[config.mk]
export PLATFORM = sky130hd
export DESIGN_NAME = midi_note_range_mapper_core
export DESIGN_NICKNAME = d
export VERILOG_FILES = /design/src/hdl/mnrm_pkg.sv /design/src/hdl/mnrm_ctrl.sv /design/src/hdl/mnrm_dp.sv /design/src/hdl/midi_note_range_mapper_core.sv
export SDC_FILE = /design/constraint.sdc
export NUM_CORES = 1
export LEC_CHECK = 0
export BUFFER_PORTS_ARGS = -buffer_cell sky130_fd_sc_hd__buf_2
export CAP_MARGIN = 20
export CORE_MARGIN = 2
export CORE_UTILIZATION = 25
export CTS_BUF_LIST = sky130_fd_sc_hd__clkbuf_8 sky130_fd_sc_hd__clkbuf_16
export DETAILED_ROUTE_END_ITERATION = 6
export PLACE_DENSITY = 0.39
export SYNTH_ARGS = -nofsm -noshare
export SYNTH_HDL_FRONTEND = slang
export SYNTH_HIERARCHICAL = 1
export SYNTH_SLANG_ARGS = --single-unit
export TNS_END_PERCENT = 5
[constraint.sdc]
create_clock -name clk -period 8.9 [get_ports clk]
set_input_delay 1.335 -clock clk [delete_from_list [all_inputs] [get_ports clk]]
set_output_delay 1.335 -clock clk [all_outputs]
set_load 0.01 [all_outputs]
[src/hdl/mnrm_pkg.sv]
// Shared types, constants and preset table of the MIDI note range mapper.
package mnrm_pkg;

  // Field widths
  localparam int unsigned NOTE_W  = 7;
  localparam int unsigned ENTRY_W = 4;
  localparam int unsigned RANGE_W = 8;
  localparam int unsigned MASK_W  = 9;

  localparam logic [MASK_W-1:0] MASK_RESET = 9'h1FF;

  // Command codes of an input word
  localparam logic CMD_NOTE_ON = 1'b0;
  localparam logic CMD_SELECT  = 1'b1;

  // Preset entries and their note ranges
  localparam int unsigned ENTRY_KICK  = 0;
  localparam int unsigned ENTRY_SNARE = 1;
  localparam int unsigned ENTRY_SMP_A = 3;
  localparam int unsigned ENTRY_SMP_B = 4;

  localparam logic [NOTE_W-1:0] KICK_NOTE   = 7'd84;
  localparam logic [NOTE_W-1:0] SNARE_NOTE  = 7'd83;
  localparam logic [NOTE_W-1:0] SMP_A_LOW   = 7'd72;
  localparam logic [NOTE_W-1:0] SMP_A_HIGH  = 7'd79;
  localparam logic [NOTE_W-1:0] SMP_B_LOW   = 7'd60;
  localparam logic [NOTE_W-1:0] SMP_B_HIGH  = 7'd67;
  localparam logic [NOTE_W-1:0] EMPTY_LOW   = 7'd127;
  localparam logic [NOTE_W-1:0] EMPTY_HIGH  = 7'd0;

  // Controller to datapath commands
  typedef struct packed {
    logic load;   // capture input word, restart scan
    logic learn;  // apply learn select or learn note
    logic step;   // evaluate current entry and advance
    logic flush;  // move pending trigger out as the last one
  } mnrm_cmd_t;

  // Datapath to controller status
  typedef struct packed {
    logic go_learn;     // word at the input is a select or a learn note
    logic hit;          // current scan entry matches the note
    logic pend_vld;     // a trigger waits in the pending stage
    logic out_can_load; // output register can take a word this cycle
    logic scan_last;    // current scan entry is the final one
  } mnrm_sts_t;

  // Reset low note of an entry
  function automatic logic [NOTE_W-1:0] preset_low(input int unsigned idx);
    logic [NOTE_W-1:0] v;
    unique case (idx)
      ENTRY_KICK:  v = KICK_NOTE;
      ENTRY_SNARE: v = SNARE_NOTE;
      ENTRY_SMP_A: v = SMP_A_LOW;
      ENTRY_SMP_B: v = SMP_B_LOW;
      default:     v = EMPTY_LOW;
    endcase
    return v;
  endfunction

  // Reset high note of an entry
  function automatic logic [NOTE_W-1:0] preset_high(input int unsigned idx);
    logic [NOTE_W-1:0] v;
    unique case (idx)
      ENTRY_KICK:  v = KICK_NOTE;
      ENTRY_SNARE: v = SNARE_NOTE;
      ENTRY_SMP_A: v = SMP_A_HIGH;
      ENTRY_SMP_B: v = SMP_B_HIGH;
      default:     v = EMPTY_HIGH;
    endcase
    return v;
  endfunction

endpackage

[src/hdl/mnrm_ctrl.sv]
// Controller state machine of the MIDI note range mapper.
module mnrm_ctrl (
  input  logic              clk,
  input  logic              rst_n,
  input  logic              in_valid,
  output logic              in_ready,
  input  mnrm_pkg::mnrm_sts_t sts,
  output mnrm_pkg::mnrm_cmd_t cmd
);

  typedef enum logic [3:0] {
    ST_IDLE  = 4'b0001,
    ST_LEARN = 4'b0010,
    ST_SCAN  = 4'b0100,
    ST_FLUSH = 4'b1000
  } state_t;

  state_t state_r, state_nxt;

  // Drive commands from the current state
  always_comb begin
    in_ready  = (state_r == ST_IDLE);
    cmd.load  = (state_r == ST_IDLE) && in_valid;
    cmd.learn = (state_r == ST_LEARN);
    // hold the scan while a second hit finds the output register busy
    cmd.step  = (state_r == ST_SCAN) && !(sts.hit && sts.pend_vld && !sts.out_can_load);
    cmd.flush = (state_r == ST_FLUSH) && sts.pend_vld && sts.out_can_load;
  end

  // Next state
  always_comb begin
    state_nxt = state_r;
    unique case (state_r)
      ST_IDLE: begin
        if (in_valid) begin
          state_nxt = sts.go_learn ? ST_LEARN : ST_SCAN;
        end
      end
      ST_LEARN: begin
        state_nxt = ST_IDLE;
      end
      ST_SCAN: begin
        if (cmd.step && sts.scan_last) begin
          state_nxt = ST_FLUSH;
        end
      end
      ST_FLUSH: begin
        if (!sts.pend_vld || sts.out_can_load) begin
          state_nxt = ST_IDLE;
        end
      end
      default: begin
        state_nxt = ST_IDLE;
      end
    endcase
  end

  always_ff @(posedge clk) begin
    if (!rst_n) begin
      state_r <= ST_IDLE;
    end else begin
      state_r <= state_nxt;
    end
  end

endmodule

[src/hdl/mnrm_dp.sv]
// Datapath of the MIDI note range mapper: range table, scan, pending and output stages.
module mnrm_dp #(
  parameter int unsigned NUM_ENTRIES = 9
) (
  input  logic                           clk,
  input  logic                           rst_n,
  // configuration
  input  logic                           cfg_valid,
  input  logic [mnrm_pkg::MASK_W-1:0]    cfg_voice_present_mask,
  // input word
  input  logic                           in_cmd,
  input  logic [mnrm_pkg::NOTE_W-1:0]    in_note,
  input  logic                           in_learn_mode,
  input  logic [mnrm_pkg::ENTRY_W-1:0]   in_entry_select,
  // result word
  output logic                           out_valid,
  input  logic                           out_ready,
  output logic [mnrm_pkg::ENTRY_W-1:0]   out_entry,
  output logic [mnrm_pkg::NOTE_W-1:0]    out_note_offset,
  output logic [mnrm_pkg::RANGE_W-1:0]   out_note_range,
  output logic                           out_last,
  // controller link
  input  mnrm_pkg::mnrm_cmd_t            cmd,
  output mnrm_pkg::mnrm_sts_t            sts
);

  localparam int unsigned IDX_W = (NUM_ENTRIES > 1) ? $clog2(NUM_ENTRIES) : 1;
  localparam logic [IDX_W-1:0] LAST_IDX = IDX_W'(NUM_ENTRIES - 1);
  localparam int unsigned MASK_EXT_W = 16;

  // range table
  logic [mnrm_pkg::NOTE_W-1:0] range_low_r  [NUM_ENTRIES];
  logic [mnrm_pkg::NOTE_W-1:0] range_high_r [NUM_ENTRIES];

  logic [mnrm_pkg::MASK_W-1:0]  mask_r;
  logic [mnrm_pkg::ENTRY_W-1:0] learn_entry_r;
  logic                         expect_high_r;

  // captured input word
  logic                         cmd_r;
  logic [mnrm_pkg::NOTE_W-1:0]  note_r;
  logic                         learn_mode_r;
  logic [mnrm_pkg::ENTRY_W-1:0] sel_r;

  logic [IDX_W-1:0] idx_r;

  // pending trigger
  logic                         pend_vld_r;
  logic [mnrm_pkg::ENTRY_W-1:0] pend_entry_r;
  logic [mnrm_pkg::NOTE_W-1:0]  pend_offset_r;
  logic [mnrm_pkg::RANGE_W-1:0] pend_range_r;

  // output register
  logic                         out_valid_r, out_valid_nxt;
  logic [mnrm_pkg::ENTRY_W-1:0] out_entry_r;
  logic [mnrm_pkg::NOTE_W-1:0]  out_offset_r;
  logic [mnrm_pkg::RANGE_W-1:0] out_range_r;
  logic                         out_last_r;

  logic [IDX_W-1:0]             rd_idx;
  logic [mnrm_pkg::NOTE_W-1:0]  lo_rd, hi_rd;
  logic [MASK_EXT_W-1:0]        mask_ext;
  logic                         present, hit, can_load, push;
  logic [mnrm_pkg::NOTE_W-1:0]  offset;
  logic [mnrm_pkg::RANGE_W-1:0] nrange;
  logic                         sel_ok, tbl_wr;
  logic [mnrm_pkg::NOTE_W-1:0]  wr_lo, wr_hi;

  // Read the table at the learn entry or the scan index
  assign rd_idx = cmd.learn ? learn_entry_r[IDX_W-1:0] : idx_r;
  assign lo_rd  = range_low_r[rd_idx];
  assign hi_rd  = range_high_r[rd_idx];

  // Match the current entry against the note
  assign mask_ext = {{(MASK_EXT_W - mnrm_pkg::MASK_W){1'b0}}, mask_r};
  assign present  = mask_ext[4'(idx_r)];
  assign hit      = present && (note_r >= lo_rd) && (note_r <= hi_rd);
  assign offset   = note_r - lo_rd;
  assign nrange   = {1'b0, hi_rd} - {1'b0, lo_rd} + 8'd1;

  assign can_load = !out_valid_r || out_ready;
  assign push     = (cmd.step && hit && pend_vld_r) || cmd.flush;

  always_comb begin
    sts.go_learn     = (in_cmd == mnrm_pkg::CMD_SELECT) || in_learn_mode;
    sts.hit          = hit;
    sts.pend_vld     = pend_vld_r;
    sts.out_can_load = can_load;
    sts.scan_last    = (idx_r == LAST_IDX);
  end

  // Work out learn updates
  assign sel_ok = learn_mode_r && ({1'b0, sel_r} < 5'(NUM_ENTRIES));
  assign tbl_wr = cmd.learn && (cmd_r == mnrm_pkg::CMD_NOTE_ON);

  always_comb begin
    if (!expect_high_r) begin
      wr_lo = note_r;
      wr_hi = note_r;
    end else if (lo_rd > note_r) begin
      wr_lo = note_r;
      wr_hi = lo_rd;
    end else begin
      wr_lo = lo_rd;
      wr_hi = note_r;
    end
  end

  // Range table and learn state
  always_ff @(posedge clk) begin
    if (!rst_n) begin
      for (int unsigned i = 0; i < NUM_ENTRIES; i++) begin
        range_low_r[i]  <= mnrm_pkg::preset_low(i);
        range_high_r[i] <= mnrm_pkg::preset_high(i);
      end
      learn_entry_r <= '0;
      expect_high_r <= 1'b0;
    end else if (tbl_wr) begin
      range_low_r[rd_idx]  <= wr_lo;
      range_high_r[rd_idx] <= wr_hi;
      expect_high_r        <= 1'b1;
    end else if (cmd.learn && sel_ok) begin
      learn_entry_r <= sel_r;
      expect_high_r <= 1'b0;
    end
  end

  // Voice mask register
  always_ff @(posedge clk) begin
    if (!rst_n) begin
      mask_r <= mnrm_pkg::MASK_RESET;
    end else if (cfg_valid) begin
      mask_r <= cfg_voice_present_mask;
    end
  end

  // Capture the input word
  always_ff @(posedge clk) begin
    if (cmd.load) begin
      cmd_r        <= in_cmd;
      note_r       <= in_note;
      learn_mode_r <= in_learn_mode;
      sel_r        <= in_entry_select;
    end
  end

  // Scan index: restart on load, advance on step
  always_ff @(posedge clk) begin
    if (!rst_n) begin
      idx_r <= '0;
    end else if (cmd.load) begin
      idx_r <= '0;
    end else if (cmd.step && (idx_r != LAST_IDX)) begin
      idx_r <= idx_r + 1'b1;
    end
  end

  // Pending stage: hold the latest hit until the next one or the flush
  always_ff @(posedge clk) begin
    if (!rst_n) begin
      pend_vld_r <= 1'b0;
    end else if (cmd.flush) begin
      pend_vld_r <= 1'b0;
    end else if (cmd.step && hit) begin
      pend_vld_r <= 1'b1;
    end
  end

  always_ff @(posedge clk) begin
    if (cmd.step && hit) begin
      pend_entry_r  <= 4'(idx_r);
      pend_offset_r <= offset;
      pend_range_r  <= nrange;
    end
  end

  // Output register
  always_comb begin
    out_valid_nxt = out_valid_r;
    if (push) begin
      out_valid_nxt = 1'b1;
    end else if (out_ready) begin
      out_valid_nxt = 1'b0;
    end
  end

  always_ff @(posedge clk) begin
    if (!rst_n) begin
      out_valid_r <= 1'b0;
    end else begin
      out_valid_r <= out_valid_nxt;
    end
  end

  always_ff @(posedge clk) begin
    if (push) begin
      out_entry_r  <= pend_entry_r;
      out_offset_r <= pend_offset_r;
      out_range_r  <= pend_range_r;
      out_last_r   <= cmd.flush;
    end
  end

  assign out_valid       = out_valid_r;
  assign out_entry       = out_entry_r;
  assign out_note_offset = out_offset_r;
  assign out_note_range  = out_range_r;
  assign out_last        = out_last_r;

endmodule

[src/hdl/midi_note_range_mapper_core.sv]
// Top level of the MIDI note range mapper.
//
// Channel  Dir  Handshake               Word
// in_      in   in_valid / in_ready     cmd, note, learn_mode, entry_select
// out_     out  out_valid / out_ready   entry, note_offset, note_range, last
// cfg_     in   cfg_valid / cfg_ready   voice_present_mask (always ready)
//
// A note-on in play mode runs as capture, one step per table
// entry, and a flush that marks the last trigger held in the pending stage.
// A learn select or learn note runs as capture, then table update.
// A hit stalls the scan only while the pending stage and out_ both hold a word;
// the flush waits for out_. The next word is taken right after the flush.
// Reset is synchronous, active low, and loads the preset note ranges.
module midi_note_range_mapper_core #(
  parameter int unsigned NUM_ENTRIES = 9
) (
  input  logic                          clk,
  input  logic                          rst_n,
  input  logic                          cfg_valid,
  output logic                          cfg_ready,
  input  logic [mnrm_pkg::MASK_W-1:0]   cfg_voice_present_mask,
  input  logic                          in_valid,
  output logic                          in_ready,
  input  logic                          in_cmd,
  input  logic [mnrm_pkg::NOTE_W-1:0]   in_note,
  input  logic                          in_learn_mode,
  input  logic [mnrm_pkg::ENTRY_W-1:0]  in_entry_select,
  output logic                          out_valid,
  input  logic                          out_ready,
  output logic [mnrm_pkg::ENTRY_W-1:0]  out_entry,
  output logic [mnrm_pkg::NOTE_W-1:0]   out_note_offset,
  output logic [mnrm_pkg::RANGE_W-1:0]  out_note_range,
  output logic                          out_last
);

  mnrm_pkg::mnrm_cmd_t cmd;
  mnrm_pkg::mnrm_sts_t sts;

  assign cfg_ready = 1'b1;

  mnrm_ctrl u_ctrl (
    .clk      (clk),
    .rst_n    (rst_n),
    .in_valid (in_valid),
    .in_ready (in_ready),
    .sts      (sts),
    .cmd      (cmd)
  );

  mnrm_dp #(
    .NUM_ENTRIES (NUM_ENTRIES)
  ) u_dp (
    .clk                    (clk),
    .rst_n                  (rst_n),
    .cfg_valid              (cfg_valid),
    .cfg_voice_present_mask (cfg_voice_present_mask),
    .in_cmd                 (in_cmd),
    .in_note                (in_note),
    .in_learn_mode          (in_learn_mode),
    .in_entry_select        (in_entry_select),
    .out_valid              (out_valid),
    .out_ready              (out_ready),
    .out_entry              (out_entry),
    .out_note_offset        (out_note_offset),
    .out_note_range         (out_note_range),
    .out_last               (out_last),
    .cmd                    (cmd),
    .sts                    (sts)
  );

endmodule

# Word level (Yosys, flattened, before mapping)
# Memory sizes are Yosys's and may differ from the RTL's.
# Cells that the tools add are included.
dict set report op_classes {
  n_lt_le_gt_ge 5
  add_sub_neg 4
  muxes 34
  reduce_logical 31
  eq_ne 9
  n_bitwise 3
}
# cell n
set ops {}
lappend ops {{$mux 7} 14}
lappend ops {{$mux 4} 6}
lappend ops {{$logic_and 1x1->1} 15}
lappend ops {{$reduce_or 7->1} 2}
lappend ops {{$pmux 4 s3} 1}
lappend ops {{$mux 1} 11}
lappend ops {{$add 8x1->8 const B} 1}
lappend ops {{$eq 4x4->1 const B} 2}
lappend ops {{$sub 7x7->8} 1}
lappend ops {{$ge 7x7->1} 1}
lappend ops {{$gt 7x7->1} 1}
lappend ops {{$le 7x7->1} 1}
lappend ops {{$sub 7x7->7} 1}
lappend ops {{$ne 2x2->1 const B} 3}
lappend ops {{$lt 4x5->1 const B} 1}
lappend ops {{$add 4x1->4 const B} 1}
lappend ops {{$bmux 1 s4} 1}
lappend ops {{$eq 4x1->1 const B} 1}
lappend ops {{$eq 4x2->1 const B} 1}
lappend ops {{$eq 4x3->1 const B} 1}
lappend ops {{$logic_not 1->1} 4}
lappend ops {{$logic_or 1x1->1} 4}
lappend ops {{$lt 4x4->1 const B} 1}
lappend ops {{$ne 4x4->1 const B} 1}
lappend ops {{6 further kinds} 10}
dict set report totals {
  elab_cells 106
  out_inout_bits 23
  ff_bits 76
  input_bits 27
  mem_bits_rw 126
  mem_count 2
}
# memory words width read_ports rd_ports_with_merged_regs write_ports line_no
set mem_list {}
lappend mem_list {u_dp.range_high_r 9 7 1 0 9 mnrm_dp.sv:33} ;# logic [mnrm_pkg::NOTE_W-1:0] range_high_r [NUM_ENTRIES];
lappend mem_list {u_dp.range_low_r 9 7 1 0 9 mnrm_dp.sv:32} ;# logic [mnrm_pkg::NOTE_W-1:0] range_low_r [NUM_ENTRIES];

# Longest topological paths before layout
# An unclocked memory read counts as a cell.
dict set report logic_depth {
  ltp_word 14
  ltp_mapped 24
  mapped_depth_nobuf 19
}

# Cells and area by module
# The synthesis kept the hierarchy.
# mod area_per_inst_um2 cells_per_inst n_inst seq_area_each_um2
set modules_own_cells {}
lappend modules_own_cells {mnrm_dp 13279.0 923 1 8688.3}
lappend modules_own_cells {mnrm_ctrl 234.0 23 1 80.1}
lappend modules_own_cells {midi_note_range_mapper_core 11.3 2 1 0.0}

# Worst setup path after synthesis
# No wires, ideal clock.
dict set report synth_path {
  path_kind {reg-to-reg}
  start {register u_ctrl.state_r[1]}
  end {register u_dp.out_entry_r, in the netlist u_dp/out_entry[0] (enable)}
  required_time_ns 8.499
  period_less_slack_ns 6.532
  path_buffers 4
  path_stages_with_launch 22
  setup_ns 0.401
  arrival_time_ns 6.131
  setup_slack_ns 2.368
  path_cell_list {dfxtp_1 -> nor4b_1 -> mux2i_2 -> buf_2 -> buf_2 -> buf_2 -> mux2i_1 -> o22ai_1 -> a221oi_1 -> inv_1 -> ha_1 -> a21o_1 -> a21o_1 -> a21oi_1 -> o21a_1 -> o311ai_4 -> nor2_1 -> nor2_1 -> buf_4 -> a21boi_1 -> o2111ai_1 -> o21bai_1}
}
# item line_no
set synth_lines {}
lappend synth_lines {{from (decl)} mnrm_ctrl.sv:18} ;# state_t state_r, state_nxt;
lappend synth_lines {{from (signal assigned)} mnrm_ctrl.sv:62} ;# state_r <= state_nxt;
lappend synth_lines {{to (signal assigned)} mnrm_dp.sv:197} ;# out_entry_r <= pend_entry_r;
lappend synth_lines {{to (decl)} mnrm_dp.sv:55} ;# logic [mnrm_pkg::ENTRY_W-1:0] out_entry_r;

==> reports/metrics.cfg <==
[setup_path]
max_stage_delay_ps=820
worstPathRequired_ps=9060
slowest_stage=mux2i_4
arrival_ps=7160
worstPathMaxFanout=35
path_delay_family=compound AO/OA/AOI/OAI gates
startpoint_type=flip-flop
crit_type=flip-flop to flip-flop
critPathBufInv=3
end_kind=flip-flop
r2r_slack_ps=1900
path_cells=nor4b_2 > buf_4 > mux2i_4 > buf_4 > mux4_2 > a22oi_1 > nand2_1 > inv_1 > ha_1 > a21o_1 > a21o_1 > a21oi_1 > o21a_1 > o311ai_4 > nor2_1 > nor2_1 > a21boi_1 > o2111ai_1 > o21bai_2

[cts]
cts_root_buffer=clkbuf_16
worstSkewPairLatency_ps=550
cts_buffers=36
cts_setup_buffers=0
h-tree-depth=2
hold_buffers=0
clk_pin_slew_ps=60
clockBufferDepth=3
cts_tree=done
post_cts_resized=0
cts_sinks=300

[die]
initial_core_util_pct=25.2
die-area_mm2=0.0560
placeableCoreArea_mm2=0.0536
num_rows=85
io_pins=50
die_x_um=237
die_height_um=237

[route]
wl_per_cell_um=23.7
antenna_left=0
first_pass_iters=5
vias_per_cell=4.87
drt_iter0_drc=640
drcViolationCount=0
vias=8456
drt-total-wl_mm=41.1

[grt]
grt_pass1_vias=8504
grt_first_pass_wirelength_mm=59.8
antenna_found_initial=0
grt.total_usage_pct=14.7
grt_max_degree=39
grt-ovfl-total=0

[pwr]
p_leak_uw=0.00542
pwr_density_cell_mw_per_mm2=197
power_uw=3090
irDropWorstVdd_uv=103

[yosys]
synth_enable_flop_cells=276
ys_warn_count=6
ys_seq_area_share_pct=64.8
syn_avg_cell_area_um2=14.3
synth_fp_nets=1004
ys_seq_elements=300
synth_cell_types=67
synth.cell_area_mm2=0.0135
ys.flop_type=edfxtp_1
async_flop_share_pct=0
syn_inst=948

[placed_design]
gp_congestion=0.762
port_buffers=48
dp.final_hpwl_mm=26.8

[sta]
relSlewSlack_pct=25.0
setup-tns-final_ps=0
worstMarginPinSlew_ps=1120
hold_viol_final=0
period_needed_ps=7000
setup_viol=0
fin_crit_sh_pct=78.7
clock_skew_ps=24.7
maxSlewViolCount=0
max_freq_mhz=143
rsz0062_at_grt=no

[final_layout]
area_growth_pct=16.0
fin_nets=1072
fill_cells=5464
multi_input_area_mm2=0.00446
diodes=0
register_area_mm2=0.00877
drive_gt1_share_pct=18.6

[hold_path]
hold_class=flip-flop to flip-flop

[job]
maxCapViolations=0

[status]
outcome=completed

## Yosys cell counts (8+ instances only)
cell type | count | area (µm²)
buf_4 | 8 | 60.1
mux2i_1 | 53 | 531
o21ai_0 | 53 | 265
dfxtp_1 | 24 | 480
nand3_1 | 38 | 190
a21oi_1 | 47 | 235
xnor2_1 | 8 | 70.1
ha_1 | 28 | 350
inv_1 | 32 | 120
nor3_1 | 42 | 210
and2_1 | 8 | 50.1
o21ai_1 | 8 | 40.0
buf_1 | 8 | 30.0
nor2b_1 | 17 | 106
a22oi_1 | 11 | 82.6
edfxtp_1 | 276 | 8290
clkbuf_1 | 17 | 63.8
nand2_1 | 68 | 255
mux4_2 | 35 | 788
nor2_1 | 35 | 131
## registers in the layout, summed over array words and instances (netlist names), 4 cells and up
name / count
u_dp/out_entry: 4
u_dp/pend_offset_r: 7
u_dp/range_low_r: 112
u_ctrl/state_r: 4
u_dp/learn_entry_r: 4
u_dp/pend_entry_r: 4
u_dp/idx_r: 4
u_dp/range_high_r: 112
u_dp/pend_range_r: 8
u_dp/sel_r: 4
u_dp/out_note_range: 8
u_dp/out_note_offset: 7
u_dp/mask_r: 9
u_dp/note_r: 7
## area by class of cell
type | instances | area share, %
Multi-Input combinational cell | 574 | 28.4
Sequential cell | 300 | 55.9
Tap cell | 696 | 5.55
Inverter | 32 | 0.765
Clock inverter | 24 | 0.733
Timing Repair Buffer | 72 | 2.68
Clock buffer | 38 | 5.99
## report_power, final
part | switching [µW] | internal [µW] | leakage [µW]
Sequential | 15.1 | 1560 | 0.00262
Clock | 574 | 759 | 0.000562
Combinational | 120 | 53.4 | 0.00223
Total | 709 | 2380 | 0.00542
## cell families after synthesis
family / Yosys count / synth area share (%)
DFF: 300 / 64.8
and+or+nand+nor: 251 / 9.85
AOI/OAI and AO/OA: 182 / 8.69
muxes: 96 / 10.4
buffers and inverters: 74 / 2.45
adders and majority gates: 29 / 2.74
xor gates and xnor gates: 15 / 0.971
other: 1 / 0.0277
## cells in the final DEF, fill, tap and decap left out, types with 5 or more instances in the layout
master / count
o21ai_1: 8
clkinv_2: 8
mux4_2: 35
a22oi_1: 11
buf_2: 48
mux2_2: 7
o22ai_1: 7
xor2_1: 7
inv_1: 41
ha_1: 28
edfxtp_1: 276
nand4_1: 5
xnor2_1: 8
dfxtp_1: 24
clkbuf_16: 37
nand2b_1: 7
and2_1: 8
o21ai_0: 52
nor2b_1: 17
nand3_1: 38
nor2_1: 35
a21o_1: 6
nor3_1: 42
a21oi_1: 47
mux2i_1: 52
a32oi_1: 5
nand2_1: 68
o21a_1: 6
buf_4: 24
## final timing paths
path	from	endpoint	cells after the start
max	u_ctrl/state_r[1]	u_dp/out_note_range[2]	19
min	u_dp/pend_offset_r[3]	u_dp/out_note_offset[3]	0
max reg2reg	u_ctrl/state_r[1]	u_dp/out_note_range[2]	19
min reg2reg	u_dp/pend_offset_r[3]	u_dp/out_note_offset[3]	0
## layer usage
| layer | vias up | global-route usage (%) | part of all wire [%] |
|---|---|---|---|
| li1 | 3817 | - | - |
| met1 | 4306 | 20.5 | 46 |
| met2 | 256 | 23.1 | 46 |
| met3 | 77 | 2.51 | 5.7 |
| met4 | 0 | 5.20 | 2.9 |
| met5 | - | 0 | 0 |
## through the flow
stage	cells	setup WS [ps]	hold WS [ps]	utilization, %	instance area [µm²]
floorplan	948	2370	400	-	13500
global placement	1674	2020	407	27.3	14600
detailed placement	1674	1910	405	27.3	14600
CTS	1736	1850	417	29.3	15700
global route	1736	1280	425	29.3	15700
finish	1736	1900	416	29.3	15700
## worst reg2reg max path: stages, from the launching register on
cell and delay, ps:
dfxtp_1 440, nor4b_2 250, buf_4 350, mux2i_4 830, buf_4 610, mux4_2 420, a22oi_1 200, nand2_1 210
inv_1 150, ha_1 300, a21o_1 200, a21o_1 170, a21oi_1 230, o21a_1 320, o311ai_4 260, nor2_1 170
nor2_1 80, a21boi_1 310, o2111ai_1 300, o21bai_2 810
(Power assumes the default switching activity.)
